**config.mk**
```make
export PLATFORM = sky130hd
export DESIGN_NAME = scf_queue
export DESIGN_NICKNAME = d
export VERILOG_FILES = /design/src/rtl/core/scf_pkg.sv /design/src/rtl/core/scf_queue.sv
export VERILOG_INCLUDE_DIRS = /design/src /design/src/rtl/core
export SDC_FILE = /design/constraint.sdc
export NUM_CORES = 1
export LEC_CHECK = 0
export ABC_AREA = 1
export BUFFER_PORTS_ARGS = -buffer_cell sky130_fd_sc_hd__buf_2
export CAP_MARGIN = 10
export CORE_ASPECT_RATIO = 0.7
export CORE_UTILIZATION = 45
export CTS_CLUSTER_DIAMETER = 40
export CTS_CLUSTER_SIZE = 12
export DETAILED_ROUTE_END_ITERATION = 6
export GPL_ROUTABILITY_DRIVEN = 1
export HOLD_SLACK_MARGIN = 0.06
export MAX_ROUTING_LAYER = met4
export SETUP_SLACK_MARGIN = 0.15
export SKIP_CTS_REPAIR_TIMING = 1
export SYNTH_ARGS = -nofsm -noshare
export SYNTH_HDL_FRONTEND = slang
export SYNTH_SLANG_ARGS = --single-unit
export TNS_END_PERCENT = 1
```
**constraint.sdc**
```tcl
create_clock -name clock -period 3.6 [get_ports clock]
set_input_delay 0.18 -clock clock [delete_from_list [all_inputs] [get_ports clock]]
set_output_delay 0.18 -clock clock [all_outputs]
set_load 0.02 [all_outputs]
```
**src/rtl/core/sphere_contact_force_unit_assert.svh**
```systemverilog
// assertion macros shared by the sphere contact force rtl
// no dependencies; included by the files that check their own logic
`ifndef SPHERE_CONTACT_FORCE_UNIT_ASSERT_SVH
`define SPHERE_CONTACT_FORCE_UNIT_ASSERT_SVH

// same-cycle implication
`define SCF_ASSERT_NOW(lbl, clk, rst, ante, cons) \
   lbl: assert property (@(posedge clk) disable iff (rst) (ante) |-> (cons)) \
      else $error("sphere contact force check failed");

// next-cycle implication
`define SCF_ASSERT_NEXT(lbl, clk, rst, ante, cons) \
   lbl: assert property (@(posedge clk) disable iff (rst) (ante) |=> (cons)) \
      else $error("sphere contact force check failed");

`endif

```
**src/rtl/core/scf_pkg.sv**
```systemverilog
// shared constants and types of the sphere contact force unit
// no dependencies
`timescale 1ns / 1ps
`default_nettype none

package scf_pkg;

   localparam int FRAC_BITS_DEF  = 16;
   localparam int WORD_WIDTH_DEF = 32;
   localparam int COEF_BITS      = 16;
   localparam int QUEUE_DEPTH    = 4;
   localparam int CSR_IDX_BITS   = 2;

   // normalized distance components carry their msb here
   localparam int NORM_MSB   = 30;
   localparam int NORM_BITS  = 31;
   localparam int SUM_BITS   = 64;
   localparam int ROOT_BITS  = 32;
   localparam int SQRT_STEPS = 32;

   localparam logic OP_LOAD  = 1'b0;
   localparam logic OP_QUERY = 1'b1;

   localparam logic [CSR_IDX_BITS-1:0] CSR_SPRING  = 2'd0;
   localparam logic [CSR_IDX_BITS-1:0] CSR_DAMPING = 2'd1;
   localparam logic [CSR_IDX_BITS-1:0] CSR_SHEAR   = 2'd2;

   localparam logic [COEF_BITS-1:0] SPRING_RESET  = 16'd328;
   localparam logic [COEF_BITS-1:0] DAMPING_RESET = 16'd131;
   localparam logic [COEF_BITS-1:0] SHEAR_RESET   = 16'd66;

   typedef struct packed {
      logic [COEF_BITS-1:0] spring;
      logic [COEF_BITS-1:0] damping;
      logic [COEF_BITS-1:0] shear;
   } scf_coef_type;

endpackage

`default_nettype wire

```
**src/rtl/core/scf_queue.sv**
```systemverilog
// short register queue between the front end and the force pipeline
// depends on scf_pkg and the assertion macro header
`timescale 1ns / 1ps
`default_nettype none
`include "sphere_contact_force_unit_assert.svh"

module scf_queue #(
   parameter int WIDTH = 8,
   parameter int DEPTH = scf_pkg::QUEUE_DEPTH
) (
   input  wire logic             clock,
   input  wire logic             reset,
   input  wire logic             push,
   input  wire logic [WIDTH-1:0] push_data,
   input  wire logic             pop,
   output logic [WIDTH-1:0]      head_data,
   output logic                  empty,
   output logic                  full
);

   localparam int AW = (DEPTH > 1) ? $clog2(DEPTH) : 1;
   localparam int CW = $clog2(DEPTH + 1);

   logic [WIDTH-1:0] mem_ff [DEPTH];
   logic [AW-1:0]    wr_ptr_ff, wr_ptr_in;
   logic [AW-1:0]    rd_ptr_ff, rd_ptr_in;
   logic [CW-1:0]    count_ff, count_in;
   logic             do_push, do_pop;

   assign empty     = (count_ff == '0);
   assign full      = (count_ff == CW'(DEPTH));
   assign head_data = mem_ff[rd_ptr_ff];
   assign do_push   = push && !full;
   assign do_pop    = pop && !empty;

   always_comb begin
      wr_ptr_in = wr_ptr_ff;
      rd_ptr_in = rd_ptr_ff;
      count_in  = count_ff;
      if (do_push) wr_ptr_in = (wr_ptr_ff == AW'(DEPTH - 1)) ? '0 : wr_ptr_ff + 1'b1;
      if (do_pop) rd_ptr_in = (rd_ptr_ff == AW'(DEPTH - 1)) ? '0 : rd_ptr_ff + 1'b1;
      if (do_push && !do_pop) count_in = count_ff + 1'b1;
      else if (do_pop && !do_push) count_in = count_ff - 1'b1;
   end

   always_ff @(posedge clock) begin
      if (reset) begin
         wr_ptr_ff <= '0;
         rd_ptr_ff <= '0;
         count_ff  <= '0;
      end else begin
         wr_ptr_ff <= wr_ptr_in;
         rd_ptr_ff <= rd_ptr_in;
         count_ff  <= count_in;
      end
   end

   always_ff @(posedge clock) begin
      if (do_push) mem_ff[wr_ptr_ff] <= push_data;
   end

   `SCF_ASSERT_NEXT(a_queue_fill, clock, reset, do_push && !do_pop, count_ff == $past(count_ff) + 1'b1)
   `SCF_ASSERT_NOW(a_queue_ptrs, clock, reset, empty, wr_ptr_ff == rd_ptr_ff)

endmodule

`default_nettype wire

```
Yosys cells after proc, flatten, opt, wreduce, memory -nomap -nowiden
Memories as Yosys holds them, arrays and structs flattened. A register that Yosys moved wholly into a read port is not among the register bits.
Cells that the tools add are included.
Widths: inputs -> output; s select.
{"block": "totals", "mem_count": 1, "ramBits": 32, "input_bits": 12, "ff_bits": 7, "word_cells": 29}
{"name": "mem_ff", "words": 4, "width": 8, "rd": 1, "rd_clocked_by_memory_dff": 1, "wr": 1, "line_no": "scf_queue.sv:24", "text": "logic [WIDTH-1:0] mem_ff [DEPTH];"}
{"block": "op_classes", "n_addsub": 4, "n_reduce_logical": 10, "n_eq_ne": 3, "muxes": 8}
{"operator": "$mux 2", "n": 4}
{"operator": "$mux 3", "n": 2}
{"operator": "$add 2x1->2 const B", "n": 2}
{"operator": "$eq 2x2->1 const B", "n": 2}
{"operator": "$logic_and 1x1->1", "n": 4}
{"operator": "$logic_not 1->1", "n": 4}
{"operator": "$add 3x1->3 const B", "n": 1}
{"operator": "$eq 3x3->1 const B", "n": 1}
{"operator": "$logic_not 3->1", "n": 1}
{"operator": "$sub 3x1->3 const B", "n": 1}
{"operator": "$mux 1", "n": 2}
{"operator": "$reduce_bool 2->1", "n": 1}

Longest topological paths before layout
{"block": "logic_depth", "depth_word": 7, "ltp_mapped": 13}

Worst setup path before layout
Ideal clock, no wire load.
{"block": "synth_path", "path_kind": "register -> register", "startpoint": "reg count_ff[1]", "endpoint": "reg count_ff[1]", "synth_period_minus_slack_ns": 1.690, "t_arrival_ns": 1.574, "t_required_ns": 3.484, "path_slack_ns": 1.910, "setup_ns": 0.116, "path_stages_with_launch": 10, "cell_sequence": "dfxtp_1 > nor2_1 > nand2_1 > nand2_2 > inv_1 > ha_1 > inv_1 > fa_1 > o21ai_0 > nor2_1"}
{"element": "start: declaration", "line_no": "scf_queue.sv:27", "text": "logic [CW-1:0] count_ff, count_in;"}
{"element": "start signal: assignment", "line_no": "scf_queue.sv:54", "text": "count_ff <= count_in;"}
{"element": "$eq 3x3->1", "line_no": "scf_queue.sv:31", "text": "assign full = (count_ff == CW'(DEPTH));"}
{"element": "$logic_not 1->1", "line_no": "scf_queue.sv:33", "text": "assign do_push = push && !full;"}
{"element": "$logic_and 1x1->1", "line_no": "scf_queue.sv:33"}
{"element": "named net do_push", "line_no": "scf_queue.sv:28", "text": "logic do_push, do_pop;"}
{"element": "$logic_and 1x1->1", "line_no": "scf_queue.sv:42", "text": "if (do_push && !do_pop) count_in = count_ff + 1'b1;"}
{"element": "$mux 3", "line_no": "scf_queue.sv:42"}
{"element": "named net count_in[1]", "line_no": "scf_queue.sv:27"}
The timed path passes the listed nets, and every way through them passes these cells. The select of a mux whose other input is x is not followed.
A chain may end at the register's enable or synchronous reset.

==> impl_metrics.tcl <==
set metrics [dict create \
    fin_skew_ps 9.558 \
    dp_slack_ps 1763 \
    post-route-min-period_ps 1971 \
    ir_worst_vdd_uv 369.1 \
    seq_area_um2 1141 \
    fill_cells 342 \
    grt_pass1_wl_mm 4.857 \
    status "finished, final reports clean" \
    die_h_um 53.38 \
    yosys_warnings 0 \
    fin_util_pct 54.75 \
    busiest_layer "met2" \
    nets 192 \
    multi_input_area_um2 465.4 \
    drive_gt1_share_pct 18.39 \
    min_path_type "in -> reg" \
    vias 1070 \
    rows 18 \
    drc 0 \
    setup_violations 0 \
    antennaDiodeCount 0 \
    synth_area_per_cell_um2 11.54 \
    dp_hpwl_mm 2.008 \
    cts_tree "done" \
    cp.arrival_ps 1790 \
    area_growth_pct 14.82 \
    grt-ovfl-total 0 \
    rsz0062_at_grt "no" \
    grt_pass1_vias 1023 \
    ys_seq_area_share_pct 67.26 \
    insertion_delay_ps 290 \
    use_met1_pct 23.97 \
    viasPerCell 4.777 \
    gp_congestion 0.7465 \
    clock-sinks 41 \
    grt_start_max_net_pins 18 \
    wire_per_inst_um 13.54 \
    cts-root-buf "clkbuf_8" \
    use_met3_pct 5.333 \
    clk_pin_slew_worst_paths_ps 80 \
    startpoint_type "register" \
    synthesis.area_um2 1697 \
    cpMaxStageDelayCell "dfxtp_1" \
    yosysUniqueCellTypes 19 \
    maxSlewHeadroom_pct 40.88 \
    ys_ff_latch 41 \
    dieArea_um2 4024 \
    initial_core_util_pct 47.68 \
    reg2reg_from "count_ff[1]$_SDFFE_PP0P_" \
    use_met2_pct 26.49 \
    crit_required_ps 3420 \
    wl_mm 3.034 \
    drt-pass1-iter-count 4 \
    core_um2 3558 \
    cp_max_fo 17 \
    clockBufferDepth 2 \
    syn_inst 147 \
    worstHoldStart "reset" \
    antenna_left 0 \
    path_cells "inv_2 -> o21ai_0 -> o22ai_1 -> buf_2" \
    critPathMaxStageDelay_ps 720 \
    slew_viol_final 0 \
    ioPinCount 22 \
    drtIter0Drc 75 \
    pwr_density_cell_nw_per_um2 753.8 \
    leakage_uw 0.0007851 \
    fin_setup_tns_ps 0 \
    worst-path-buf-inv 2 \
    port_buffers 21 \
    crit_path_end_kind "output port" \
    cts_made_buffers 5 \
    die_w_um 75.39 \
    grt_usage_pct 18.27 \
    maxCapViolCount 0 \
    cpLargestDelayFamily "flip-flops" \
    hold_violations 0 \
    htreeDepth 2 \
    crit_type "reg -> out" \
    max_freq_mhz 507.4 \
    tightest_slew_ps 883.5 \
    synth_fp_nets 166 \
    fin_crit_sh_pct 54.74 \
    antenna_found_initial 0 \
    setup_slack_ps 1629 \
]
[cell families (layout without fill, tap and decap cells)]
logic type | after synthesis | in the layout | share of synthesized area (%)
AND/OR/NAND/NOR | 51 | 51 | 12.09
flip-flops | 41 | 41 | 67.26
AO/OA/AOI/OAI | 27 | 27 | 9.218
buffers and inverters | 20 | 47 | 5.309
adder cells (fa/ha/maj) | 7 | 7 | 5.605
XOR/XNOR | 1 | 1 | 0.5163
[final cells by class]
cell class | count | area share [%]
clock inverter | 2 | 1.734
tap | 50 | 3.211
sequential | 41 | 58.57
clock buffer | 6 | 3.725
inverter | 18 | 3.468
timing repair buffer | 21 | 5.395
multi-input combinational | 86 | 23.89
[state kept, by name (all words and copies together) (netlist names), named ones only]
signal	cells
count_ff	3
mem_ff	32
rd_ptr_ff	2
wr_ptr_ff	2
[worst reg2reg max path: cells and delay by family, from the launching register on]
kind                       cells  cell delay (ps)
DFF                            1              340
buffers and inverters          2              150
and+or+nand+nor                4              460
AOI/OAI and AO/OA              1              170
adders and majority gates      2              620
[through the flow]
step	hold WS [ps]	cell area [um2]	power, uW	cells
after detailed placement	370.5	1842	1129	216
after global placement	361.6	1842	1109	216
after CTS	63.58	1948	1482	224
after floorplan	252.4	1697	991.8	147
after global routing	84.13	1948	1578	224
final	73.52	1948	1468	224
[report_power, final]
| part | internal (uW) | switching (uW) | leakage, uW | total (uW) |
|---|---|---|---|---|
| registers | 587 | 62.8 | 0.000368 | 650 |
| clock network | 205 | 151 | 0.0000528 | 356 |
| logic | 160 | 303 | 0.000365 | 463 |
| total | 952 | 517 | 0.000785 | 1470 |
[per-layer routing]
| layer | routed length [um] | share of wire, % | vias to the layer above |
|---|---|---|---|
| met1 | 1460 | 48 | 489 |
| met4 | 33 | 1.1 | 0 |
| met5 | 0 | 0 | - |
| li1 | - | - | 552 |
| met3 | 189 | 6.2 | 5 |
| met2 | 1351 | 45 | 24 |
[final timing paths]
path                                            endpoint  slack [ps]  cells past startpoint
worst min-delay path            count_ff[0]$_SDFFE_PP0P_          70                      2
worst min register to register  count_ff[1]$_SDFFE_PP0P_         540                      2
worst max-delay path                        head_data[4]        1630                      4
worst max register to register  count_ff[1]$_SDFFE_PP0P_        1750                      9
[Yosys cell counts]
library cell | number | area share [%]
nor2_1 | 33 | 7.3
edfxtp_1 | 32 | 57
inv_1 | 17 | 3.8
nand2_1 | 13 | 2.9
o21ai_0 | 13 | 3.8
dfxtp_1 | 9 | 11
o22ai_1 | 8 | 2.9
ha_1 | 6 | 4.4
o21ai_2 | 3 | 1.5
a21oi_1 | 2 | 0.59
buf_6 | 2 | 1.3
nand3b_1 | 2 | 0.88
fa_1 | 1 | 1.2
inv_2 | 1 | 0.22
nand2_2 | 1 | 0.37
nand3_1 | 1 | 0.29
nand4_1 | 1 | 0.37
o21ai_1 | 1 | 0.29
xor2_1 | 1 | 0.52
[cells in the final DEF, fill, tap and decap left out, drive strengths merged]
master  count
o21ai      17
xor2        1
a21oi       2
nand3b      2
inv        18
nor2       33
fa          1
buf        21
o22ai       8
bufinv      1
nand3       1
edfxtp     32
dfxtp       9
ha          6
nand4       1
nand2      14
clkbuf      6
clkinv      1
(Power assumes the default switching activity.)
