[src/rtl/core/sphere_contact_force_unit_assert.svh]
// assertion macros shared by the sphere contact force rtl
// no dependencies; included by the files that check their own logic
`ifndef SPHERE_CONTACT_FORCE_UNIT_ASSERT_SVH
`define SPHERE_CONTACT_FORCE_UNIT_ASSERT_SVH

// same-cycle implication
`define SCF_ASSERT_NOW(lbl, clk, rst, ante, cons) \
   lbl: assert property (@(posedge clk) disable iff (rst) (ante) |-> (cons)) \
      else $error("sphere contact force check failed");

// next-cycle implication
`define SCF_ASSERT_NEXT(lbl, clk, rst, ante, cons) \
   lbl: assert property (@(posedge clk) disable iff (rst) (ante) |=> (cons)) \
      else $error("sphere contact force check failed");

`endif

[src/rtl/core/scf_pkg.sv]
// shared constants and types of the sphere contact force unit
// no dependencies
`timescale 1ns / 1ps
`default_nettype none

package scf_pkg;

   localparam int FRAC_BITS_DEF  = 16;
   localparam int WORD_WIDTH_DEF = 32;
   localparam int COEF_BITS      = 16;
   localparam int QUEUE_DEPTH    = 4;
   localparam int CSR_IDX_BITS   = 2;

   // normalized distance components carry their msb here
   localparam int NORM_MSB   = 30;
   localparam int NORM_BITS  = 31;
   localparam int SUM_BITS   = 64;
   localparam int ROOT_BITS  = 32;
   localparam int SQRT_STEPS = 32;

   localparam logic OP_LOAD  = 1'b0;
   localparam logic OP_QUERY = 1'b1;

   localparam logic [CSR_IDX_BITS-1:0] CSR_SPRING  = 2'd0;
   localparam logic [CSR_IDX_BITS-1:0] CSR_DAMPING = 2'd1;
   localparam logic [CSR_IDX_BITS-1:0] CSR_SHEAR   = 2'd2;

   localparam logic [COEF_BITS-1:0] SPRING_RESET  = 16'd328;
   localparam logic [COEF_BITS-1:0] DAMPING_RESET = 16'd131;
   localparam logic [COEF_BITS-1:0] SHEAR_RESET   = 16'd66;

   typedef struct packed {
      logic [COEF_BITS-1:0] spring;
      logic [COEF_BITS-1:0] damping;
      logic [COEF_BITS-1:0] shear;
   } scf_coef_type;

endpackage

`default_nettype wire

[src/rtl/core/scf_chan_if.sv]
// request and response channel interfaces of the sphere contact force unit
// depends on scf_pkg
`timescale 1ns / 1ps
`default_nettype none

interface scf_req_if #(parameter int W = scf_pkg::WORD_WIDTH_DEF) ();
   logic                valid;
   logic                ready;
   logic                op;
   logic signed [W-1:0] pos_x;
   logic signed [W-1:0] pos_y;
   logic signed [W-1:0] pos_z;
   logic signed [W-1:0] vel_x;
   logic signed [W-1:0] vel_y;
   logic signed [W-1:0] vel_z;
   logic [W-2:0]        radius;

   modport source (output valid, op, pos_x, pos_y, pos_z, vel_x, vel_y, vel_z, radius,
                   input ready);
   modport sink (input valid, op, pos_x, pos_y, pos_z, vel_x, vel_y, vel_z, radius,
                 output ready);
endinterface


`default_nettype wire

[src/rtl/core/scf_front.sv]
// front end: accepts items, holds the reference sphere and coefficients,
// forms the difference vectors of a query; depends on scf_pkg, scf_chan_if
`timescale 1ns / 1ps
`default_nettype none

module scf_front #(
   parameter int W = scf_pkg::WORD_WIDTH_DEF
) (
   input  wire logic                              clock,
   input  wire logic                              reset,
   scf_req_if.sink                                req,
   input  wire logic                              csr_we,
   input  wire logic [scf_pkg::CSR_IDX_BITS-1:0]  csr_index,
   input  wire logic [scf_pkg::COEF_BITS-1:0]     csr_wdata,
   input  wire logic                              q_full,
   output logic                                   q_push,
   output logic [6*(W+1)+W-1:0]                   q_data,
   output scf_pkg::scf_coef_type                  coef
);

   localparam int MW = W + 1;

   logic signed [W-1:0]   ref_pos_ff [3];
   logic signed [W-1:0]   ref_vel_ff [3];
   logic [W-2:0]          ref_rad_ff;
   scf_pkg::scf_coef_type coef_ff;
   scf_pkg::scf_coef_type coef_in;

   logic                  accept;
   logic signed [W-1:0]   pos [3];
   logic signed [W-1:0]   vel [3];
   logic signed [MW-1:0]  d [3];
   logic signed [MW-1:0]  dv [3];
   logic [W-1:0]          rsum;

   assign req.ready = !q_full;
   assign accept    = req.valid && req.ready;
   assign coef      = coef_ff;

   assign pos[0] = req.pos_x;
   assign pos[1] = req.pos_y;
   assign pos[2] = req.pos_z;
   assign vel[0] = req.vel_x;
   assign vel[1] = req.vel_y;
   assign vel[2] = req.vel_z;

   always_comb begin
      rsum = W'(ref_rad_ff) + W'(req.radius);
      q_data = '0;
      for (int i = 0; i < 3; i++) begin
         d[i]  = MW'(ref_pos_ff[i]) - MW'(pos[i]);
         dv[i] = MW'(ref_vel_ff[i]) - MW'(vel[i]);
         q_data[W + i*MW +: MW]        = dv[i];
         q_data[W + 3*MW + i*MW +: MW] = d[i];
      end
      q_data[W-1:0] = rsum;
   end

   assign q_push = accept && (req.op == scf_pkg::OP_QUERY);

   always_comb begin
      coef_in = coef_ff;
      if (csr_we) begin
         case (csr_index)
            scf_pkg::CSR_SPRING:  coef_in.spring  = csr_wdata;
            scf_pkg::CSR_DAMPING: coef_in.damping = csr_wdata;
            scf_pkg::CSR_SHEAR:   coef_in.shear   = csr_wdata;
            default: ;
         endcase
      end
   end

   always_ff @(posedge clock) begin
      if (reset) begin
         coef_ff.spring  <= scf_pkg::SPRING_RESET;
         coef_ff.damping <= scf_pkg::DAMPING_RESET;
         coef_ff.shear   <= scf_pkg::SHEAR_RESET;
         ref_rad_ff      <= '0;
         for (int i = 0; i < 3; i++) begin
            ref_pos_ff[i] <= '0;
            ref_vel_ff[i] <= '0;
         end
      end else begin
         coef_ff <= coef_in;
         if (accept && req.op == scf_pkg::OP_LOAD) begin
            ref_rad_ff <= req.radius;
            for (int i = 0; i < 3; i++) begin
               ref_pos_ff[i] <= pos[i];
               ref_vel_ff[i] <= vel[i];
            end
         end
      end
   end

endmodule

`default_nettype wire

[src/flat_wrapper.sv]
// flat-port wrapper written by rule: the top's interface ports become plain ports
module scf_front_flat 
#(
   parameter int W = scf_pkg::WORD_WIDTH_DEF
)
  (clock, reset, csr_we, csr_index, csr_wdata, q_full, q_push, q_data, coef, req_valid, req_op, req_pos_x, req_pos_y, req_pos_z, req_vel_x, req_vel_y, req_vel_z, req_radius, req_ready);
  scf_req_if #(.W(W)) req_i ();
  input  wire logic clock;
  input  wire logic reset;
  input  wire logic csr_we;
  input  wire logic [scf_pkg::CSR_IDX_BITS-1:0] csr_index;
  input  wire logic [scf_pkg::COEF_BITS-1:0] csr_wdata;
  input  wire logic q_full;
  output logic q_push;
  output logic [6*(W+1)+W-1:0] q_data;
  output scf_pkg::scf_coef_type coef;
  input wire logic [$bits(req_i.valid)-1:0] req_valid;
  input wire logic [$bits(req_i.op)-1:0] req_op;
  input wire logic [$bits(req_i.pos_x)-1:0] req_pos_x;
  input wire logic [$bits(req_i.pos_y)-1:0] req_pos_y;
  input wire logic [$bits(req_i.pos_z)-1:0] req_pos_z;
  input wire logic [$bits(req_i.vel_x)-1:0] req_vel_x;
  input wire logic [$bits(req_i.vel_y)-1:0] req_vel_y;
  input wire logic [$bits(req_i.vel_z)-1:0] req_vel_z;
  input wire logic [$bits(req_i.radius)-1:0] req_radius;
  output wire logic [$bits(req_i.ready)-1:0] req_ready;
  assign req_i.valid = req_valid;
  assign req_i.op = req_op;
  assign req_i.pos_x = req_pos_x;
  assign req_i.pos_y = req_pos_y;
  assign req_i.pos_z = req_pos_z;
  assign req_i.vel_x = req_vel_x;
  assign req_i.vel_y = req_vel_y;
  assign req_i.vel_z = req_vel_z;
  assign req_i.radius = req_radius;
  assign req_ready = req_i.ready;
  scf_front #(.W(W)) u_core (.clock(clock), .reset(reset), .req(req_i), .csr_we(csr_we), .csr_index(csr_index), .csr_wdata(csr_wdata), .q_full(q_full), .q_push(q_push), .q_data(q_data), .coef(coef));
endmodule
[config.mk]
export PLATFORM = sky130hd
export DESIGN_NAME = scf_front_flat
export DESIGN_NICKNAME = d
export VERILOG_FILES = /design/src/rtl/core/sphere_contact_force_unit_assert.svh /design/src/rtl/core/scf_pkg.sv /design/src/rtl/core/scf_chan_if.sv /design/src/rtl/core/scf_front.sv /design/src/flat_wrapper.sv
export SDC_FILE = /design/constraint.sdc
export NUM_CORES = 1
export LEC_CHECK = 0
export BUFFER_PORTS_ARGS = -buffer_cell sky130_fd_sc_hd__buf_2
export CAP_MARGIN = 5
export CORE_ASPECT_RATIO = 0.6
export CORE_MARGIN = 8
export CORE_UTILIZATION = 55
export CTS_BUF_LIST = sky130_fd_sc_hd__clkbuf_4
export CTS_CLUSTER_SIZE = 24
export DETAILED_ROUTE_END_ITERATION = 16
export PLACE_DENSITY = 0.82
export SYNTH_ARGS = -nofsm -noshare
export SYNTH_HDL_FRONTEND = slang
export SYNTH_SLANG_ARGS = --single-unit
[constraint.sdc]
create_clock -name clock -period 11.1 [get_ports clock]
set_clock_uncertainty 0.1 [all_clocks]
set_input_delay 1.11 -clock clock [delete_from_list [all_inputs] [get_ports clock]]
set_output_delay 1.11 -clock clock [all_outputs]
set_load 0.05 [all_outputs]
# After elaboration in Yosys (flattened, before gate mapping)
# Memory sizes are Yosys's and may differ from the RTL's.
# Cells that the tools add are included.
[word_totals]
in_bits = 247
regBits = 79
n_memories = 2
out_inout_bits = 280
ramBits = 192
[op_classes]
reduce_logical = 8
eq_ne = 2
n_bitwise = 7
add_sub_neg = 7
muxes = 11
[mem_list]
columns = ["memory", "depth", "word_bits", "rd", "rd_clocked_by_memory_dff", "wr", "line_no", "text"]
rows = [
  ["u_core.ref_pos_ff", 3, 32, 3, 0, 3, "scf_front.sv:23", "logic signed [W-1:0] ref_pos_ff [3];"],
  ["u_core.ref_vel_ff", 3, 32, 3, 0, 3, "scf_front.sv:24", "logic signed [W-1:0] ref_vel_ff [3];"],
]
[op_table]
columns = ["cell", "count"]
rows = [
  ["32-bit by 32-bit subtractor with 33-bit output", 6],
  ["32-bit two-way mux", 6],
  ["31-bit by 31-bit adder with 32-bit output", 1],
  ["1-bit OR", 6],
  ["2-bit AND reduction", 3],
  ["1-bit two-way mux", 5],
  ["1-bit logical AND", 3],
  ["2-bit by 1-bit equality test with 1-bit output (second input constant)", 1],
  ["2-bit equality test (second input constant)", 1],
  ["2-bit logical NOT", 1],
  ["1-bit logical NOT", 1],
  ["1-bit inverter", 1],
]

# Longest topological paths before layout
[logic_depth]
depth_word = 7
ltp_mapped = 12

# Least setup slack after synthesis
# No wires, ideal clock.
[synth_path]
path_type = "input-to-reg"
from = "input port q_full"
to = "memory u_core.ref_pos_ff[0][0] in the netlist's numbering (enable)"
setup_slack_ps = 5112
arrival_ps = 5345
stages = 4
path_buffers = 1
setup_time_ps = 543
cell_sequence = "nor3b_1 -> nor2_1 -> clkbuf_1 -> inv_1"
[synth_lines]
columns = ["element", "line_no", "text"]
rows = [
  ["start, declared", "flat_wrapper.sv:13", "input wire logic q_full;"],
  ["end, declared", "scf_front.sv:23", ""],
]

# Final worst setup path
[layout_path]
from = "input port req_radius[0]"
to = "output port q_data[30]"
[layout_via]
elab_chain_len = 1
[layout_lines]
columns = ["element", "line_no", "text"]
rows = [
  ["start, declared", "flat_wrapper.sv:25", "input wire logic [$bits(req_i.radius)-1:0] req_radius;"],
  ["31-bit by 31-bit adder with 32-bit output", "scf_front.sv:48", "rsum = W'(ref_rad_ff) + W'(req.radius);"],
  ["end, declared", "flat_wrapper.sv:15", "output logic [6*(W+1)+W-1:0] q_data;"],
]
# Every way passes these cells.

==> summary.json <==
{
  "yosys": {
    "yosys-mux-area-fraction_pct": 0.0930,
    "ys_top_cells_by_area": "edfxtp_1 (27%), ha_1 (13%), dfxtp_1 (7.3%)",
    "synth_cells": 2441,
    "synth_ff_type": "edfxtp_1",
    "synth_seq_area_share_pct": 34.1,
    "number_of_enable_type_register_cells_in_the_synthesized_netlist": 192,
    "synthDistinctLibCells": 80,
    "synth_largest_type_area_fraction_pct": 26.8,
    "cell_area_synth_sq_mm": 0.0215,
    "synthesis.nets": 2918,
    "synth_area_leader_cell": "edfxtp_1",
    "synth_top_family_by_area": "compound AO/OA/AOI/OAI gates",
    "avgSynthCellArea_sq_um": 8.82,
    "synthArstFlopShare_pct": 0,
    "synthesis.yosys.warnings": 0,
    "synth_seq_cells": 271,
    "yosys.area_share.xor_xnor_pct": 7.73,
    "synth_compound_area_share_pct": 21.3,
    "post_synth_and_or_nand_nor_area_fraction_pct": 17.3,
    "synth_fa_ha_area_share_pct": 13.6
  },
  "global_route": {
    "largest_net_degree_at_the_start_of_global_routing": 120,
    "initial_antenna_violation_count": 21,
    "first_global_vias": 19731,
    "grt_usage_pct": 26.9,
    "globalRouteOverflowTotal": 0,
    "wire_length_of_the_first_global_routing_pass_microns": 102000
  },
  "worst_setup_path": {
    "crit_path_top_delay_cell": "a311oi_1",
    "critPathCaptureType": "output pin",
    "max_stage_delay_ns": 0.44,
    "cp.required_ns": 9.89,
    "critPathArrivalTime_ns": 4.31,
    "crit_fanout": 4,
    "path_class": "in -> out",
    "timing.critical_path.from_type": "input port",
    "crit_path_cell_chain": "buf_2, ha_1, fa_1, a21oi_1, o2111ai_1, a221o_1, a311oi_1, a211oi_1, nand4_1, o211ai_1, a21oi_1, xnor2_1, buf_2"
  },
  "routing": {
    "ant_nets": 0,
    "drtIter0Drc": 1677,
    "routedWlPerCell_microns": 18.3,
    "route.detailed.vias_per_inst": 5.65,
    "detail_route.wirelength_microns": 65100,
    "detailroute.via_count": 20123,
    "firstDrtPassIters": 7,
    "drc": 0
  },
  "power": {
    "power.switching_fraction_pct": 46.6,
    "p_leak_uw": 0.0127,
    "p_comb_share_pct": 47.6,
    "power.internal_uw": 2160,
    "power_frac_seq_pct": 28.9,
    "power_per_cell_area_mw_per_mm2": 158,
    "p_clk_share_pct": 23.5,
    "power.net_switching_uw": 1890,
    "ir_drop_v": 0.000119
  },
  "final_layout": {
    "layout-drive-gt1-share_pct": 22.4,
    "seqCellArea_sq_mm": 0.00735,
    "finalNetCount": 3448,
    "area_growth_syn_to_layout_pct": 18.9,
    "final_area_sq_mm": 0.0256,
    "multi_input_comb_area_sq_mm": 0.0129,
    "num-fill-cells": 3305
  },
  "clocking": {
    "cts.clk_slew.worst_paths_ns": 0.06,
    "cts_inserted_buffers": 73,
    "post_cts_hold_buffer_count": 0,
    "cts_root_buffer": "clkbuf_4",
    "postCtsSetupBuffers": 0,
    "clock_insertion_delay_worst_skew_ns": 0.73,
    "cts_repair_resize_count": 0,
    "htree_num_levels": 3,
    "clock_tree.buffer_depth": 3,
    "tritoncts": "built",
    "tritoncts_num_sinks": 271
  },
  "die": {
    "dieArea_sq_mm": 0.0459,
    "floorplan.die.width_microns": 271,
    "core_region_area_sq_mm": 0.0388,
    "initial_utilization_pct": 55.5,
    "rows": 56,
    "fp.dieH_microns": 169,
    "io-pin-count": 527
  },
  "place": {
    "place_hpwl_microns": 50500,
    "dpl-instance-area_sq_mm": 0.0246,
    "placement.io_buffers": 526,
    "final_gp_congestion": 0.948
  },
  "flow_run": {
    "max_cap_violations": 0
  },
  "sta": {
    "setup_tns_ns": 0,
    "timing.final.setup_violations": 0,
    "achievable-frequency_mhz": 181,
    "final_hold_viol_count": 0,
    "final_period_minus_worst_setup_slack_ns": 5.52,
    "timing.final.crit_share_pct": 49.8,
    "grt_setup_unrepaired": "no",
    "worst_slew_margin_relative_to_its_limit_pct": 25.2,
    "max_slew.worst_pin.slew_ns": 1.12,
    "report.final.slew_viol_count": 0
  },
  "status": {
    "run_status": "finished, final reports clean"
  },
  "min_path": {
    "hold_path.class": "reg -> reg"
  }
}
[power groups by stage]
| stage | registers [uW] | logic, uW | clock network, uW |
|---|---|---|---|
| 6_report | 1170 | 1930 | 953 |
| 2_1_floorplan | 1210 | 1420 | 0 |
| 3_3_place_gp | 1190 | 1890 | 0 |
| 5_1_grt | 1180 | 2040 | 1030 |
| 4_1_cts | 1170 | 1920 | 979 |
| 3_5_place_dp | 1190 | 1910 | 0 |
[layer usage]
| metal | GRT usage (%) | wire length (microns) | vias up |
|---|---|---|---|
| met5 | 0 | 69 | - |
| met4 | 12.6 | 2680 | 10 |
| met3 | 5.70 | 4010 | 168 |
| met2 | 45.2 | 31000 | 719 |
| met1 | 32.9 | 27400 | 9457 |
| li1 | - | - | 9769 |
[cells in the mapped netlist, drive strengths merged (28+ instances only)]
cell type and n:
o21ai 112, inv 256, nand3 29, dfxtp 79, a22o 33, and2 201, a21o 120, ha 223
nor2b 34, nand2 217, clkbuf 73, a31oi 29, edfxtp 192, nor2 103, xor2 67, xnor2 123
o21a 28, a21oi 235, nand4 30
[path summary, 6_finish.rpt]
check	start	end	slack, ns	depth (start not counted)
hold / removal	u_core.coef[8]$_SDFFE_PP0P_	u_core.coef[8]$_SDFFE_PP0P_	0.35	2
setup reg to reg	u_core.coef[20]$_SDFFE_PP0P_	u_core.coef[20]$_SDFFE_PP0P_	10.33	2
hold reg to reg	u_core.coef[8]$_SDFFE_PP0P_	u_core.coef[8]$_SDFFE_PP0P_	0.35	2
setup / recovery	req_radius[0]	q_data[30]	5.58	13
[logic make-up after synthesis]
family,after synthesis
flip-flops,271
adder cells (fa/ha/maj),230
AND/OR/NAND/NOR,725
buffers and inverters,332
XOR/XNOR,190
multiplexers,2
AO/OA/AOI/OAI,691
[state kept, by name, indices dropped and copies added, names as in the netlist]
register	count
u_core.ref_vel_ff	96
u_core.ref_rad_ff	31
u_core.coef	48
u_core.ref_pos_ff	96
[per-stage QoR]
step	instances	power [uW]	setup slack (ns)	hold WS, ns	util, %
final	3564	4050	5.58	0.353	65.9
after global routing	3564	4250	5.41	0.375	65.9
after CTS	3549	4070	5.58	0.353	65.8
after detailed placement	3418	3110	5.61	0.345	63.3
after global placement	3418	3080	5.73	0.339	63.3
after floorplan	2441	2640	5.11	0.354	-
[area by class of cell]
type | count | area share (%)
clock buffers | 106 | 3.11
diodes | 15 | 0.147
well taps | 522 | 2.55
clock inverters | 25 | 0.680
repair buffers | 531 | 10.4
multi-input cells | 1838 | 50.6
flip-flops and latches | 271 | 28.7
inverters | 256 | 3.78
[placed cells by master, fill, tap and decap left out, types with 7 or more instances in the layout]
cell type,count
buf_2,526
inv_1,255
a21oi_1,233
ha_1,223
nand2_1,217
and2_1,201
edfxtp_1,192
xnor2_1,123
a21o_1,120
clkbuf_4,106
nor2_1,102
o21ai_0,99
dfxtp_1,79
xor2_1,67
nor2b_1,33
a22o_1,33
nand4_1,30
nand3_1,29
a31oi_1,29
o21a_1,28
and3_1,24
nor3_1,23
nand2b_1,21
o211ai_1,18
diode_2,15
clkinv_1,15
nand3b_1,12
a211oi_1,11
o21ai_1,10
o21bai_1,10
o31ai_1,8
o2111ai_1,7
a21boi_0,7
fa_1,7
[worst max-delay path: cells and delay by family]
family          cells  cell delay (ns)
compound gates      7             1.87
xor+xnor            1             0.14
simple gates        1             0.15
buf+inv             2             0.39
fa+ha+maj           2             0.64
(Power assumes the default switching activity.)
